--- src/hdl/rgbv_pkg.sv ---
// Shared types and constants of the RGB to YCbCr 4:2:2 v210 packer.
package rgbv_pkg;

  localparam int COMP_W     = 10;
  localparam int WORD_W     = 30;
  localparam int SAMPLE_W   = 16;
  localparam int COEF_W     = 21;
  localparam int CFG_REG_W  = 63;
  localparam int CFG_IDX_W  = 8;
  localparam int CFG_DATA_W = 64;

  // Sums only need to be exact modulo 2^30, bits 29..20 are the component.
  localparam logic [WORD_W-1:0] LUMA_OFFSET   = 30'h0400_0000;  // 64 << 20
  localparam logic [WORD_W-1:0] CHROMA_OFFSET = 30'h2008_0000;  // 1025 << 19

  localparam int QUEUE_DEPTH = 4;
  localparam int QUEUE_AW    = $clog2(QUEUE_DEPTH);

  typedef enum logic [CFG_IDX_W-1:0] {
    REG_LUMA     = 8'd0,
    REG_CHROMA_A = 8'd1,
    REG_CHROMA_B = 8'd2
  } reg_idx_t;

  // One converted pixel on its way from the front to the packer.
  typedef struct packed {
    logic [COMP_W-1:0] chroma_a;
    logic [COMP_W-1:0] luma;
    logic [COMP_W-1:0] chroma_b;
    logic              odd;
    logic              eol;
  } entry_t;

endpackage

--- src/hdl/rgbv_queue.sv ---
// Small FIFO of converted pixels between the front end and the packer.
module rgbv_queue (
  input  logic             clk,
  input  logic             rst_n,
  input  logic             push_valid,
  input  rgbv_pkg::entry_t push_data,
  output logic             push_ready,
  output logic             pop_valid,
  output rgbv_pkg::entry_t pop_data,
  input  logic             pop_ready
);

  rgbv_pkg::entry_t mem_r [rgbv_pkg::QUEUE_DEPTH];
  logic [rgbv_pkg::QUEUE_AW-1:0] wr_ptr_r, wr_ptr_nxt, rd_ptr_r, rd_ptr_nxt;
  logic [rgbv_pkg::QUEUE_AW:0]   count_r, count_nxt;
  logic do_push, do_pop;

  assign push_ready = count_r != (rgbv_pkg::QUEUE_AW+1)'(rgbv_pkg::QUEUE_DEPTH);
  assign pop_valid  = count_r != '0;
  assign pop_data   = mem_r[rd_ptr_r];
  assign do_push    = push_valid && push_ready;
  assign do_pop     = pop_valid && pop_ready;

  always_comb begin
    wr_ptr_nxt = do_push ? wr_ptr_r + 1'b1 : wr_ptr_r;
    rd_ptr_nxt = do_pop  ? rd_ptr_r + 1'b1 : rd_ptr_r;
    count_nxt  = count_r;
    if (do_push && !do_pop) count_nxt = count_r + 1'b1;
    else if (!do_push && do_pop) count_nxt = count_r - 1'b1;
  end

  always_ff @(posedge clk) begin
    if (!rst_n) begin
      wr_ptr_r <= '0;
      rd_ptr_r <= '0;
      count_r  <= '0;
    end else begin
      wr_ptr_r <= wr_ptr_nxt;
      rd_ptr_r <= rd_ptr_nxt;
      count_r  <= count_nxt;
    end
  end

  always_ff @(posedge clk) begin
    if (do_push) mem_r[wr_ptr_r] <= push_data;
  end

endmodule

--- config.mk ---
export PLATFORM = sky130hd
export DESIGN_NAME = rgbv_queue
export DESIGN_NICKNAME = d
export VERILOG_FILES = /design/src/hdl/rgbv_pkg.sv /design/src/hdl/rgbv_queue.sv
export SDC_FILE = /design/constraint.sdc
export NUM_CORES = 1
export LEC_CHECK = 0
export ABC_AREA = 1
export BUFFER_PORTS_ARGS = -buffer_cell sky130_fd_sc_hd__buf_2
export CAP_MARGIN = 10
export CORE_MARGIN = 1
export CORE_UTILIZATION = 45
export DETAILED_ROUTE_END_ITERATION = 16
export PLACE_DENSITY = 0.65
export SLEW_MARGIN = 15
export SYNTH_ARGS = -nofsm -noshare
export SYNTH_HDL_FRONTEND = slang
export SYNTH_SLANG_ARGS = --single-unit
--- constraint.sdc ---
create_clock -name clk -period 3.2 [get_ports clk]
set_input_delay 0.16 -clock clk [delete_from_list [all_inputs] [get_ports clk]]
set_output_delay 0.16 -clock clk [all_outputs]
set_load 0.005 [all_outputs]
==> summary.md, run 1 <==
| Metric | Value |
|---|---|
| CP Data Arrival Time | `2.19 ns` |
| Wire length per cell | `16.2 um` |
| Io pins | `70` |
| Hold path depth | `3` |
| Global route overflow | `0` |
| Post-synthesis net count | `419` |
| Worst-path cell chain | `buf_4, o21ai_0, o22ai_1, buf_2` |
| Crit. End Element | `output port` |
| Post-Route Setup TNS | `0 ns` |
| CP Launch Type | `flop` |
| Peak VDD IR | `0.396 mV` |
| Kind of critical path | `reg -> out` |
| Number of diodes | `0` |
| 1st-iter DRT viols | `204` |
| Mapped Cells | `377` |
| Max-slew violation count | `0` |
| Worst-Skew Late Latency | `0.40 ns` |
| Die Ht | `110 um` |
| Synth cell types | `22` |
| Share of cells above drive strength 1 | `23.6%` |
| Core ar. | `0.0114 sq mm` |
| Status | `completed` |
| Post-route ant nets | `0` |
| Initial cell density of the core | `46.2%` |
| Clock Tree Root | `clkbuf_16` |
| DP Wirelength | `5920 um` |
| Achievable Freq | `425 MHz` |
| Die Width | `110 um` |
| WP buf/inv | `2` |
| Initial antenna violation count | `0` |
| Final instance area | `0.00661 sq mm` |
| Row cnt | `39` |
| MaxCap Viol Count | `0` |
| Post-Syn Area | `0.00527 sq mm` |
| Die Footprint | `0.0121 sq mm` |
| CP Data Required Time | `3.04 ns` |
| Commonest cells after routing, fill and taps aside | `128 x edfxtp_1, 73 x nor2_1, 69 x buf_2, 37 x o21ai_0` |
| First-pass GRT wire length | `15900 um` |
| Critical Path Fanout Max | `40` |
| Sink Count | `137` |
| Clock Tree Buf Depth | `2` |
| Clk slew on worst S/H paths | `0.05 ns` |
| DR pass1 iterations | `4` |
| Yosys warnings | `0` |
| Avg Inst Size Synth | `14.0 sq um` |
| WP depth | `4` |
| Fin crit share | `73.5%` |
| Fillers | `947` |
| Routed wire length | `10300 um` |
| Htree depth | `4` |
| Final setup viols | `0` |
| R2R cell count | `5` |
| # nets final | `525` |
| Post-synth top flop | `edfxtp_1` |
| Drt via density | `5.14` |
| Synth Register Bits | `137` |
| Synth-to-Final Area Change | `25.4%` |
| Async set-reset flop share out of synthesis | `0%` |
| I/O Buffers | `69` |
| Drc violations | `0` |
| Cell family with most CP delay | `flip-flops` |
| Routability cong. | `0.736` |
| Unrepaired setup endpoints after global routing | `false` |
| HP Class | `in -> reg` |
| Leakage | `2.39 nW` |
| Worst slew margin | `29.2%` |
| CP peak stage delay | `0.83 ns` |
| Num CTS Buffers | `17` |
| GRT Overall Usage | `18.2%` |
| Hold Slack | `0.0259 ns` |
| Worst-margin pin slew | `1.06 ns` |
| Pwr Density | `794 mW/mm^2` |
| Largest net degree at the start of global routing | `65` |
| EDFF count, synth | `128` |
| Final hold vios | `0` |
| Placed cell area | `0.00571 sq mm` |
| Critical path's slowest cell | `dfxtp_2` |
| Clock skew | `0.00793 ns` |
| Crit path time final | `2.35 ns` |
| Post-synthesis sequential area ratio | `76.4%` |
| Commonest non-fill, non-tap cell in the layout | `edfxtp_1` |
| Vias | `3284` |
| CTS tree | `done` |
| Vias in the first global route | `3143` |
-- per-layer routing --
layer  routed length, um  part of all wire [%]  vias up  GRT usage, %
li1                    -                     -     1604             -
met3                 406                   3.9        6          5.53
met2                4950                    48       77          27.8
met4                  93                  0.90        0          5.64
met5                   0                     0        -             0
met1                4880                    47     1597          25.2
-- worst reg2reg max path: stages (launching register included) --
cell	delay [ns]
dfxtp_1	0.40
nor2_2	0.07
nand2_2	0.09
nand2_2	0.16
nor2_4	0.68
buf_4	0.31
-- cell usage after synthesis, types with 2 or more instances --
cell        n  area share, %
edfxtp_1  128             73
nor2_1     77            5.5
o21ai_0    37            3.5
o22ai_1    32            3.8
o21ai_1    28            2.7
inv_1      13           0.93
nand2_1    11           0.78
buf_6       9            1.9
dfxtp_1     9            3.4
buf_2       6           0.57
ha_1        5            1.2
nand2_2     4           0.47
nand3_1     4           0.38
a21oi_1     3           0.28
buf_4       3           0.43
inv_2       2           0.14
-- flip-flops by register name, summed over array words and instances (netlist names), named ones only --
| name | count |
|---|---|
| wr_ptr_r | 2 |
| rd_ptr_r | 2 |
| count_r | 3 |
| mem_r | 128 |
-- logic make-up after synthesis --
family	count (synthesis)	synth area share (%)
AOI/OAI and AO/OA	100	10.3
xor gates and xnor gates	1	0.166
adders and majority gates	6	1.57
buffers and inverters	35	4.27
DFF	137	76.4
and+or+nand+nor	98	7.38
-- stage by stage --
step / std cells / util [%] / total power [mW] / worst slack [ns]
after floorplan: 377 / - / 3.02 / 0.790
after global placement: 575 / 50.0 / 3.37 / 1.20
final: 639 / 57.9 / 5.24 / 0.850
after global routing: 639 / 57.9 / 5.52 / 0.723
after CTS: 639 / 57.9 / 5.29 / 0.825
after detailed placement: 575 / 50.0 / 3.40 / 1.13
-- where the power goes --
part	internal, mW	switching (mW)	total (mW)
Combinational	0.416	0.662	1.08
Clock	1.15	0.714	1.86
Sequential	2.18	0.120	2.30
Total	3.75	1.50	5.24
-- repair_timing --
item,in CTS,in global routing
gates resized for setup,0,0
buffers inserted,0,0
hold buffers,32,0
endpoints found under the hold margin,128,0
-- path summary, 6_finish.rpt --
path / slack, ns / start / to
setup / recovery: 0.85 / flop / pop_data[10]
hold / removal: 0.03 / rst_n / count_r[2]
setup reg to reg: 1.19 / count_r[0] / mem_r[3][28]
hold reg to reg: 0.51 / rd_ptr_r[1] / rd_ptr_r[1]
-- layout make-up --
class	instances	area [sq um]	area share [%]
repair buffers	106	703	10.6
clock buffers	18	429	6.49
flip-flops and latches	137	4030	60.9
inverters	16	67.6	1.02
well taps	143	179	2.71
multi-input cells	205	1050	15.9
clock inverters	14	153	2.31
Note: power is estimated with default switching activity, not from simulation.
==> inputs of run 2 (changes only) <==
Settings changed: PLACE_DENSITY 0.65 to 0.67.
Clock period 3.2 ns to 1.9 ns, I/O delays scaled along.
==> run 2 against run 1 <==
Compared with the run above:
- combinational power grew 83%
- via count grew 1.5%
- largest power group unchanged
- flip-flop and latch count is the same
- first-iteration DRC count shrank 24%
- critical path depth grew 1
- sequential power grew 66%
- sequential share of layout area shrank 0.42 points
==> summary.md, run 2 (same netlist as run 1, synthesis figures left out) <==
| Metric | Value |
|---|---|
| Status | `completed (unchanged)` |
| Final setup viols | `0 (unchanged)` |
| Leakage | `2.44 nW (was 2.39 nW)` |
| Critical Path Fanout Max | `18 (was 40)` |
| Largest register FFs | `128 (unchanged)` |
| Io pins | `70 (unchanged)` |
| Met3 Usage GRT | `6.11% (was 5.53%)` |
| Final hold vios | `0 (unchanged)` |
| Clock Tree Root | `clkbuf_16 (unchanged)` |
| Pre-CTS WS | `0.108 ns (was 1.13 ns)` |
| Kind of critical path | `reg -> out (unchanged)` |
| Crit path time final | `1.78 ns` |
| Post-route ant nets | `0 (unchanged)` |
| Share of cells above drive strength 1 | `24.9% (was 23.6%)` |
| Synth-to-Final Area Change | `26.3% (was 25.4%)` |
| Crit. End Element | `output port (unchanged)` |
| Wire length per cell | `16.0 um (was 16.2 um)` |
| First-pass GRT wire length | `15700 um (was 15900 um)` |
| Routability cong. | `0.726 (was 0.736)` |
| I/O Buffers | `69 (unchanged)` |
| Final non-filler cell total | `650 (was 639)` |
| CP Data Required Time | `1.80 ns (was 3.04 ns)` |
| Biggest regs | `mem_r (128), count_r (3) (unchanged)` |
| Clock Tree Buf Depth | `2 (unchanged)` |
| Clk slew on worst S/H paths | `0.06 ns (was 0.05 ns)` |
| GRT Overall Usage | `18.1% (was 18.2%)` |
| Global route overflow | `0 (unchanged)` |
| Unrepaired setup endpoints after global routing | `false (unchanged)` |
| Achievable Freq | `560 MHz` |
| Sink Count | `137 (unchanged)` |
| Worst-margin pin slew | `0.379 ns (was 1.06 ns)` |
| Core ar. | `0.0114 sq mm (unchanged)` |
| 1st-iter DRT viols | `155 (was 204)` |
| DP Wirelength | `6220 um (was 5920 um)` |
| Initial antenna violation count | `0 (unchanged)` |
| M1 GR Usage | `22.3% (was 25.2%)` |
| Num CTS Buffers | `17 (unchanged)` |
| Commonest cells after routing, fill and taps aside | `128 x edfxtp_1, 73 x nor2_1, 69 x buf_2, 37 x o21ai_0, 33 x dlygate4sd3_1 (was 128 x edfxtp_1, 73 x nor2_1, 69 x buf_2, 37 x o21ai_0)` |
| Row cnt | `39 (unchanged)` |
| Htree depth | `4 (unchanged)` |
| MaxCap Viol Count | `0 (unchanged)` |
| Die Ht | `110 um (unchanged)` |
| Met2 Use GR | `29.7% (was 27.8%)` |
| Placed cell count | `585 (was 575)` |
| CTS tree | `done (unchanged)` |
| CP Launch Type | `flop (unchanged)` |
| Commonest non-fill, non-tap cell in the layout | `edfxtp_1 (unchanged)` |
| GRT Max-Usage Layer | `met2 (unchanged)` |
| Number of diodes | `0 (unchanged)` |
| CP Data Arrival Time | `1.69 ns (was 2.19 ns)` |
| DR pass1 iterations | `4 (unchanged)` |
| Final WS setup | `0.115 ns (was 0.850 ns)` |
| Vias | `3334 (was 3284)` |
| Fin crit share | `93.9%` |
| Worst-Skew Late Latency | `0.41 ns (was 0.40 ns)` |
| Routed wire length | `10400 um (was 10300 um)` |
| Pwr Density | `1300 mW/mm^2 (was 794 mW/mm^2)` |
| Worst slew margin | `74.7% (was 29.2%)` |
| Die Width | `110 um (unchanged)` |
| Largest net degree at the start of global routing | `65 (unchanged)` |
| Vias in the first global route | `3171 (was 3143)` |
| # nets final | `536 (was 525)` |
| Initial cell density of the core | `46.2% (unchanged)` |
| Max-slew violation count | `0 (unchanged)` |
| Top reg by flops | `mem_r (unchanged)` |
| HP Class | `in -> reg (unchanged)` |
| Drt via density | `5.13 (was 5.14)` |
| Die Footprint | `0.0121 sq mm (unchanged)` |
| Post-Route Setup TNS | `0 ns (unchanged)` |
| Peak VDD IR | `0.935 mV (was 0.396 mV)` |
| Clock skew | `0.00533 ns (was 0.00793 ns)` |
| Drc violations | `0 (unchanged)` |
run 2: worst paths after layout:
| check | startpoint | to | slack (ns) | depth (start not counted) |
|---|---|---|---|---|
| max | flop | pop_data[27] | 0.12 | 5 |
| min reg2reg | rd_ptr_r[1] | flop | 0.50 | 2 |
| max reg2reg | count_r[0] | count_r[2] | 0.17 | 13 |
| min | push_valid | wr_ptr_r[0] | 0.01 | 4 |
run 2: report_power, final:
group	switching, mW	leakage (nW)	internal (mW)	total (mW)
Clock	1.12	0.259	1.76	2.88
Sequential	0.136	1.25	3.68	3.82
Combinational	1.21	0.931	0.774	1.98
run 2: critical path, cell delays in order (launching register included):
cell	delay, ns
dfxtp_1	0.34
inv_2	0.28
buf_12	0.21
o21ai_0	0.09
o22ai_1	0.20
buf_2	0.16
run 2: area by class of cell:
type | instances | area [sq um]
tap | 143 | 179
sequential | 137 | 4030
timing repair buffer | 117 | 805
clock buffer | 20 | 437
inverter | 16 | 67.6
clock inverter | 12 | 83.8
multi-input combinational | 205 | 1060
fill | 901 | 4760
run 2: routing by layer:
| layer | part of all wire [%] | vias to the layer above |
|---|---|---|
| li1 | - | 1625 |
| met1 | 45 | 1613 |
| met2 | 49 | 85 |
| met3 | 4.3 | 11 |
| met4 | 1.1 | 0 |
| met5 | 0 | - |
run 2: timing repair:
| action | in CTS | in global routing |
|---|---|---|
| gates resized for setup | 0 | 5 |
| setup endpoints to repair | 0 | 2 |
| setup buffers | 0 | 0 |
| hold endpoints to repair | 132 | 0 |
| hold buffers | 33 | 0 |
run 2: stage by stage:
step	hold slack (ns)	cell area (sq um)	power, mW	util, %
6_report	0.0137	6660	8.68	58.3
5_1_grt	0.0232	6660	9.12	58.3
4_1_cts	0.00223	6640	8.74	58.2
3_5_place_dp	0.315	5790	5.79	50.7
3_3_place_gp	0.310	5790	5.73	50.7
2_1_floorplan	0.194	5270	5.09	-
