[config.mk]
export PLATFORM = sky130hd
export DESIGN_NAME = rgbv_back_flat
export DESIGN_NICKNAME = d
export VERILOG_FILES = /design/src/hdl/rgbv_pkg.sv /design/src/hdl/rgbv_word_if.sv /design/src/hdl/rgbv_back.sv /design/src/flat_wrapper.sv
export SDC_FILE = /design/constraint.sdc
export NUM_CORES = 1
export LEC_CHECK = 0
export BUFFER_PORTS_ARGS = -buffer_cell sky130_fd_sc_hd__buf_4
export CAP_MARGIN = 5
export CORE_MARGIN = 5
export CORE_UTILIZATION = 44
export DETAILED_ROUTE_END_ITERATION = 8
export GPL_ROUTABILITY_DRIVEN = 0
export PLACE_DENSITY = 0.62
export SETUP_SLACK_MARGIN = 0.4
export SLEW_MARGIN = 25
export SYNTH_ARGS = -nofsm -noshare
export SYNTH_HDL_FRONTEND = slang
export SYNTH_SLANG_ARGS = --single-unit
export TNS_END_PERCENT = 100
[constraint.sdc]
create_clock -name clk -period 3 [get_ports clk]
set_clock_uncertainty 0.15 [all_clocks]
set_input_delay 0.3 -clock clk [delete_from_list [all_inputs] [get_ports clk]]
set_output_delay 0.3 -clock clk [all_outputs]
set_load 0.02 [all_outputs]
[src/hdl/rgbv_pkg.sv]
// Shared types and constants of the RGB to YCbCr 4:2:2 v210 packer.
package rgbv_pkg;

  localparam int COMP_W     = 10;
  localparam int WORD_W     = 30;
  localparam int SAMPLE_W   = 16;
  localparam int COEF_W     = 21;
  localparam int CFG_REG_W  = 63;
  localparam int CFG_IDX_W  = 8;
  localparam int CFG_DATA_W = 64;

  // Sums only need to be exact modulo 2^30, bits 29..20 are the component.
  localparam logic [WORD_W-1:0] LUMA_OFFSET   = 30'h0400_0000;  // 64 << 20
  localparam logic [WORD_W-1:0] CHROMA_OFFSET = 30'h2008_0000;  // 1025 << 19

  localparam int QUEUE_DEPTH = 4;
  localparam int QUEUE_AW    = $clog2(QUEUE_DEPTH);

  typedef enum logic [CFG_IDX_W-1:0] {
    REG_LUMA     = 8'd0,
    REG_CHROMA_A = 8'd1,
    REG_CHROMA_B = 8'd2
  } reg_idx_t;

  // One converted pixel on its way from the front to the packer.
  typedef struct packed {
    logic [COMP_W-1:0] chroma_a;
    logic [COMP_W-1:0] luma;
    logic [COMP_W-1:0] chroma_b;
    logic              odd;
    logic              eol;
  } entry_t;

endpackage

[src/hdl/rgbv_word_if.sv]
// Packed output channel: valid/ready with one v210 word per handshake.
interface rgbv_word_if;
  logic                        valid;
  logic                        ready;
  logic [rgbv_pkg::WORD_W-1:0] packed_word;
  logic                        line_done;

  modport source (output valid, packed_word, line_done, input ready);
  modport sink   (input valid, packed_word, line_done, output ready);
endinterface

[src/hdl/rgbv_back.sv]
// Back end: slots components into v210 words and drives the output register.
module rgbv_back (
  input  logic             clk,
  input  logic             rst_n,
  input  logic             pop_valid,
  input  rgbv_pkg::entry_t pop_data,
  output logic             pop_ready,
  rgbv_word_if.source      out_word
);

  logic [1:0]                  slot_r, slot_nxt;
  logic [rgbv_pkg::WORD_W-1:0] part_r, part_nxt;
  logic                        sec_v_r, sec_v_nxt;
  logic [rgbv_pkg::WORD_W-1:0] sec_word_r, sec_word_nxt;
  logic                        out_v_r, out_v_nxt;
  logic [rgbv_pkg::WORD_W-1:0] out_word_r, out_word_nxt;
  logic                        out_done_r, out_done_nxt;

  logic                        load_ok, pop;
  logic                        complete, flush;
  logic [rgbv_pkg::WORD_W-1:0] cw, np;
  logic [1:0]                  ns;
  logic [rgbv_pkg::COMP_W-1:0] ca, cy, cb;

  assign ca = pop_data.chroma_a;
  assign cy = pop_data.luma;
  assign cb = pop_data.chroma_b;

  assign load_ok   = !out_v_r || out_word.ready;
  assign pop       = pop_valid && !sec_v_r && load_ok;
  assign pop_ready = !sec_v_r && load_ok;

  // slot the pixel's components; partial word bits above the slot are zero
  always_comb begin
    complete = 1'b0;
    cw       = '0;
    np       = part_r;
    ns       = slot_r;
    if (!pop_data.odd) begin
      complete = 1'b1;
      case (slot_r)
        2'd1: begin
          cw = part_r | {cy, ca, 10'd0};
          np = {20'd0, cb};
          ns = 2'd1;
        end
        2'd2: begin
          cw = part_r | {ca, 20'd0};
          np = {10'd0, cb, cy};
          ns = 2'd2;
        end
        default: begin
          cw = {cb, cy, ca};
          np = '0;
          ns = 2'd0;
        end
      endcase
    end else begin
      case (slot_r)
        2'd1: begin
          np = part_r | {10'd0, cy, 10'd0};
          ns = 2'd2;
        end
        2'd2: begin
          complete = 1'b1;
          cw = part_r | {cy, 20'd0};
          np = '0;
          ns = 2'd0;
        end
        default: begin
          np = {20'd0, cy};
          ns = 2'd1;
        end
      endcase
    end
    flush = pop_data.eol && (ns != 2'd0);
  end

  always_comb begin
    slot_nxt     = slot_r;
    part_nxt     = part_r;
    sec_v_nxt    = sec_v_r;
    sec_word_nxt = sec_word_r;
    out_v_nxt    = out_v_r && !out_word.ready;
    out_word_nxt = out_word_r;
    out_done_nxt = out_done_r;
    if (sec_v_r && load_ok) begin
      // flushed partial word behind a completed one
      out_v_nxt    = 1'b1;
      out_word_nxt = sec_word_r;
      out_done_nxt = 1'b1;
      sec_v_nxt    = 1'b0;
    end else if (pop) begin
      slot_nxt = pop_data.eol ? 2'd0 : ns;
      part_nxt = pop_data.eol ? '0 : np;
      if (complete || flush) begin
        out_v_nxt    = 1'b1;
        out_word_nxt = complete ? cw : np;
        out_done_nxt = complete ? (pop_data.eol && !flush) : 1'b1;
      end
      sec_v_nxt    = complete && flush;
      sec_word_nxt = np;
    end
  end

  always_ff @(posedge clk) begin
    if (!rst_n) begin
      slot_r  <= 2'd0;
      part_r  <= '0;
      sec_v_r <= 1'b0;
      out_v_r <= 1'b0;
    end else begin
      slot_r  <= slot_nxt;
      part_r  <= part_nxt;
      sec_v_r <= sec_v_nxt;
      out_v_r <= out_v_nxt;
    end
  end

  always_ff @(posedge clk) begin
    sec_word_r <= sec_word_nxt;
    out_word_r <= out_word_nxt;
    out_done_r <= out_done_nxt;
  end

  assign out_word.valid       = out_v_r;
  assign out_word.packed_word = out_word_r;
  assign out_word.line_done   = out_done_r;

endmodule

[src/flat_wrapper.sv]
// flat-port wrapper written by rule: the top's interface ports become plain ports
module rgbv_back_flat 
  (clk, rst_n, pop_valid, pop_data, pop_ready, out_word_valid, out_word_packed_word, out_word_line_done, out_word_ready);
  rgbv_word_if out_word_i ();
  input  logic clk;
  input  logic rst_n;
  input  logic pop_valid;
  input  rgbv_pkg::entry_t pop_data;
  output logic pop_ready;
  output wire logic [$bits(out_word_i.valid)-1:0] out_word_valid;
  output wire logic [$bits(out_word_i.packed_word)-1:0] out_word_packed_word;
  output wire logic [$bits(out_word_i.line_done)-1:0] out_word_line_done;
  input wire logic [$bits(out_word_i.ready)-1:0] out_word_ready;
  assign out_word_valid = out_word_i.valid;
  assign out_word_packed_word = out_word_i.packed_word;
  assign out_word_line_done = out_word_i.line_done;
  assign out_word_i.ready = out_word_ready;
  rgbv_back u_core (.clk(clk), .rst_n(rst_n), .pop_valid(pop_valid), .pop_data(pop_data), .pop_ready(pop_ready), .out_word(out_word_i));
endmodule
==> flow_metrics.env, run 1 <==
export IMPL_worstSetupStartpointType="flop"
export IMPL_fin_nets=584
export IMPL_max_slew_margin_pct=37.2
export IMPL_synth_area_mm2=0.00496
export IMPL_clkTransAtPathRegs_ps=70
export IMPL_ys_ff_latch=95
export IMPL_cap_violations=0
export IMPL_die_w_um=116
export IMPL_clock_sinks=95
export IMPL_cts_tree="yes"
export IMPL_fin_hold_ws_ps=84.4
export IMPL_path_class="flop to flop"
export IMPL_p_per_area_mw_per_mm2=531
export IMPL_dr_pass1_iters=6
export IMPL_numCtsBuffers=9
export IMPL_vias_per_cell=6.38
export IMPL_power_w=0.00310
export IMPL_final_cell_area_mm2=0.00584
export IMPL_hold_viol=0
export IMPL_worstMarginPinSlew_ps=939
export IMPL_grt_setup_unrepaired="false"
export IMPL_initial_utilization_pct=45.3
export IMPL_final_cell_mix="buf_4, edfxtp_1, nand2_1, nor2_1, a21oi_1"
export IMPL_placed_cells=673
export IMPL_drv_slew=0
export IMPL_wirelength_mm=14.9
export IMPL_drt_iter0_markers=522
export IMPL_ir_drop_v=0.000260
export IMPL_die_y_um=116
export IMPL_grt_pass1_wl_mm=23.6
export IMPL_post_dp_cell_area_mm2=0.00552
export IMPL_hold_class="input pin to flop"
export IMPL_critPathSlowestCell="a221o_1"
export IMPL_grt_usage_pct=22.8
export IMPL_p_leak_nw=2.19
export IMPL_cp_end_kind="flop"
export IMPL_finalNonFillerCells=688
export IMPL_crit_path_max_incr_delay_ps=410
export IMPL_ioPinCount=69
export IMPL_critPathMaxFanout=32
export IMPL_setup_viol=0
export IMPL_ys_flop_type="edfxtp_1"
export IMPL_h_tree_depth=3
export IMPL_vias=4390
export IMPL_yosysWarnings=0
export IMPL_grt_pass1_vias=4196
export IMPL_cts_root_buf="clkbuf_16"
export IMPL_finalSetupTns_ps=0
export IMPL_required_ps=3090
export IMPL_fin_crit_ps=2470
export IMPL_clkLatencyLatePin_ps=350
export IMPL_synth_edf_count=60
export IMPL_hpwl_mm=9.69
export IMPL_synth_distinct_cells=41
export IMPL_finalCritPeriodShare_pct=82.4
export IMPL_antenna_found_initial=0
export IMPL_seq_area_frac_synth_pct=50.5
export IMPL_cts_hold_buf=0
export IMPL_worstPathArrival_ps=2560
export IMPL_syn_num_nets=539
export IMPL_grt_overflow_total=0
export IMPL_syn_inst=499
export IMPL_timing_fmax_mhz=405
export IMPL_route_detailed_drc=0
export IMPL_syn_to_final_growth_pct=17.7
export IMPL_grt_max_degree=47
export IMPL_outcome="complete, no violations"
export IMPL_dieArea_mm2=0.0135
export IMPL_rows=38
export IMPL_drive_gt1_share_pct=21.0
export IMPL_final_common_cell="buf_4"
export IMPL_wire_per_inst_um=21.7
export IMPL_core_mm2=0.0109
export IMPL_postSynth_asyncResetShare_pct=0
export IMPL_ant_nets=0
export IMPL_avgSynthCellArea_um2=9.93
export IMPL_cp_cell_sequence="inv_1, ha_1, buf_6, nor2_1, and2_1, buf_4, a221o_1, a22o_1"
export IMPL_antenna_cells=0
export IMPL_port_buffer_count=68
export IMPL_cts_path_max_buffers=2
[timing repair]
item / 4_1_cts / 5_1_grt
gates resized for setup: 0 / 3
setup endpoints to repair: 0 / 25
buffers inserted: 0 / 0
[metal layers]
| metal | GRT usage [%] | wire length [µm] | vias up |
|---|---|---|---|
| li1 | - | - | 2003 |
| met1 | 32.9 | 6420 | 2096 |
| met2 | 34.4 | 6650 | 260 |
| met3 | 4.92 | 1590 | 31 |
| met4 | 7.35 | 278 | 0 |
| met5 | 0 | 0 | - |
[Yosys cell counts (13+ instances only)]
master    instances  area share [%]
o21ai_0          23             2.3
a22o_1           20             3.5
a221o_1          20             4.0
a21oi_1          36             3.6
nand2_1          43             3.3
and2_1           14             1.8
a32o_1           17             3.4
dfxtp_1          35              14
edfxtp_1         60              36
nor2b_1          16             2.0
and3_1           21             2.7
o22ai_1          18             2.3
a22oi_1          13             2.0
buf_2            13             1.3
clkbuf_1         24             1.8
nor2_1           36             2.7
a221oi_1         13             2.3
[report_power, final]
part	leakage, nW	internal [W]	switching, W	total (W)
Sequential	0.879	0.00147	0.0000234	0.00149
Combinational	1.16	0.000165	0.000271	0.000436
Clock	0.149	0.000688	0.000486	0.00117
[through the flow]
step	util, %	worst slack [ps]
after global routing	53.4	417
final	53.4	529
after detailed placement	50.5	504
after floorplan	-	498
after CTS	53.3	473
after global placement	50.5	508
[path summary, 6_finish.rpt]
kind,slack (ps),to,startpoint,depth (start not counted)
worst max-delay path,530,u_core.part_r[7],u_core.slot_r[0],8
worst max register to register,530,u_core.part_r[7],u_core.slot_r[0],8
worst min register to register,370,u_core.part_r[21],u_core.part_r[21],1
worst min-delay path,80,u_core.out_word.valid,pop_valid,3
[state kept, by name, summed over array words and instances, names as in the netlist]
| register | cells |
|---|---|
| u_core.out_word.valid | 1 |
| u_core.out_word.packed_word | 30 |
| u_core.sec_v_r | 1 |
| u_core.out_word.line_done | 1 |
| u_core.slot_r | 2 |
| u_core.sec_word_r | 30 |
| u_core.part_r | 30 |
[cells by family after synthesis]
| kind of cell | Yosys count | synth area share (%) |
|---|---|---|
| compound gates | 178 | 26.2 |
| simple gates | 166 | 16.8 |
| flops | 95 | 50.5 |
| buf+inv | 54 | 5.17 |
| fa+ha+maj | 4 | 1.01 |
| xor+xnor | 1 | 0.177 |
| mux | 1 | 0.202 |
[critical path, delay by kind of cell (launching register included)]
| kind | cells | cell delay, ps |
|---|---|---|
| fa+ha+maj | 1 | 370 |
| simple gates | 2 | 250 |
| buf+inv | 3 | 580 |
| flops | 1 | 360 |
| compound gates | 2 | 630 |
[final cells by class]
class | instances | area [µm²]
repair buffers | 83 | 627
clock buffers | 12 | 256
multi-input cells | 350 | 2210
inverters | 5 | 20.0
flip-flops and latches | 95 | 2500
clock inverters | 3 | 43.8
well taps | 140 | 175
fillers | 1009 | 5100
No activity file was read; power rests on OpenSTA's default activity.
==> run 2, diff against run 1 <==
--- a/config.mk
+++ b/config.mk
@@ -11,7 +11,7 @@
 export CORE_UTILIZATION = 44
 export DETAILED_ROUTE_END_ITERATION = 8
 export GPL_ROUTABILITY_DRIVEN = 0
-export PLACE_DENSITY = 0.62
+export PLACE_DENSITY = 0.64
 export SETUP_SLACK_MARGIN = 0.4
 export SLEW_MARGIN = 25
 export SYNTH_ARGS = -nofsm -noshare
==> constraint.sdc (replaced) <==
create_clock -name clk -period 2.1 [get_ports clk]
set_clock_uncertainty 0.15 [all_clocks]
set_input_delay 0.21 -clock clk [delete_from_list [all_inputs] [get_ports clk]]
set_output_delay 0.21 -clock clk [all_outputs]
set_load 0.02 [all_outputs]
==> flow_metrics.env, run 2 (same netlist as run 1, synthesis figures left out) <==
export IMPL_timing_fmax_mhz=492
export IMPL_grt_pass1_wl_mm=25.2
export IMPL_antenna_cells=0
export IMPL_ir_drop_v=0.000371
export IMPL_hpwl_mm=10.3
export IMPL_syn_to_final_growth_pct=37.5
export IMPL_max_slew_margin_pct=59.7
export IMPL_grt_pass1_vias=4644
export IMPL_post_dp_cell_area_mm2=0.00582
export IMPL_final_cell_mix="buf_4, edfxtp_1, nand2_1, nor2_1, dfxtp_1"
export IMPL_fin_nets=627
export IMPL_hold_class="input pin to flop"
export IMPL_fin_crit_ps=2030
export IMPL_grt_setup_unrepaired="true"
export IMPL_path_class="flop to flop"
export IMPL_finalSetupTns_ps=0
export IMPL_cp_end_kind="flop"
export IMPL_vias=4595
export IMPL_dieArea_mm2=0.0135
export IMPL_worstMarginPinSlew_ps=602
export IMPL_p_leak_nw=2.59
export IMPL_drt_iter0_markers=395
export IMPL_final_common_cell="buf_4"
export IMPL_ant_nets=0
export IMPL_drv_slew=0
export IMPL_cts_path_max_buffers=2
export IMPL_wirelength_mm=16.0
export IMPL_clkTransAtPathRegs_ps=70
export IMPL_port_buffer_count=68
export IMPL_final_cell_area_mm2=0.00681
export IMPL_die_w_um=116
export IMPL_finalCritPeriodShare_pct=96.9
export IMPL_required_ps=2200
export IMPL_critPathMaxFanout=7
export IMPL_grt_usage_pct=24.2
export IMPL_core_mm2=0.0109
export IMPL_cts_root_buf="clkbuf_16"
export IMPL_dr_pass1_iters=5
export IMPL_p_per_area_mw_per_mm2=656
export IMPL_h_tree_depth=3
export IMPL_fin_ws_ps=65.5
export IMPL_initial_utilization_pct=45.3
export IMPL_clkLatencyLatePin_ps=350
export IMPL_clock_sinks=95
export IMPL_wire_per_inst_um=21.9
export IMPL_fin_hold_ws_ps=29.1
export IMPL_preCtsSetupSlack_ps=-48.0
export IMPL_numCtsBuffers=9
export IMPL_grt_max_degree=35
export IMPL_setup_viol=0
export IMPL_worstPathArrival_ps=2130
export IMPL_outcome="complete, no violations"
export IMPL_antenna_found_initial=0
export IMPL_cap_violations=0
export IMPL_grt_overflow_total=0
export IMPL_vias_per_cell=6.28
export IMPL_die_y_um=116
export IMPL_hold_viol=0
export IMPL_drive_gt1_share_pct=38.7
export IMPL_cts_tree="yes"
export IMPL_rows=38
export IMPL_ioPinCount=69
export IMPL_worstSetupStartpointType="flop"
export IMPL_route_detailed_drc=0
==> run 2: metal layers <==
layer	up-vias	global-route usage, %	wire length [µm]
met2	233	38.8	7650
met1	2209	32.0	6700
li1	2108	-	-
met4	0	11.3	496
met5	-	0	0
met3	45	4.30	1200
==> run 2: timing repair <==
item,in CTS,in global routing
pin swaps,32,12
hold endpoints to repair,1,0
gates cloned,9,1
setup endpoints to repair,112,143
setup buffers,7,4
hold buffers,1,0
gates resized for setup,81,35
==> run 2: worst paths after layout <==
path / startpoint / end / slack [ps] / cells past startpoint
setup / recovery: u_core.slot_r[0] / u_core.part_r[2] / 70 / 7
hold / removal: pop_data[6] / u_core.sec_word_r[14] / 30 / 3
setup reg to reg: u_core.slot_r[0] / u_core.part_r[2] / 70 / 7
hold reg to reg: u_core.out_word.line_done / u_core.out_word.line_done / 360 / 2
==> run 2: critical path: stages (launching register included) <==
cell and delay [ps]:
dfxtp_4 360, buf_4 140, ha_4 170, nor2b_2 170
buf_4 160, a32o_2 270, a221o_1 280, a22o_1 230
==> run 2: final cells by class <==
cell class                      instances  area [µm²]
Clock buffer                            9         225
Clock inverter                          7        56.3
Fill cell                             869        4120
Inverter                                5        26.3
Multi-Input combinational cell        356        2720
Sequential cell                        95        2510
Tap cell                              140         175
Timing Repair Buffer                  120        1100
==> run 2: power by group <==
part / switching (W) / internal, W / leakage [nW] / total, W
clock network: 0.000741 / 0.000818 / 0.132 / 0.00156
registers: 0.0000320 / 0.00210 / 0.881 / 0.00213
logic: 0.000456 / 0.000330 / 1.57 / 0.000786
total: 0.00123 / 0.00324 / 2.59 / 0.00447
==> run 2: through the flow <==
step,cells,util [%],total power (W)
2_1_floorplan,499,-,0.00255
3_3_place_gp,694,53.2,0.00281
3_5_place_dp,694,53.2,0.00282
5_1_grt,732,62.3,0.00464
6_report,732,62.3,0.00447
4_1_cts,727,60.7,0.00445
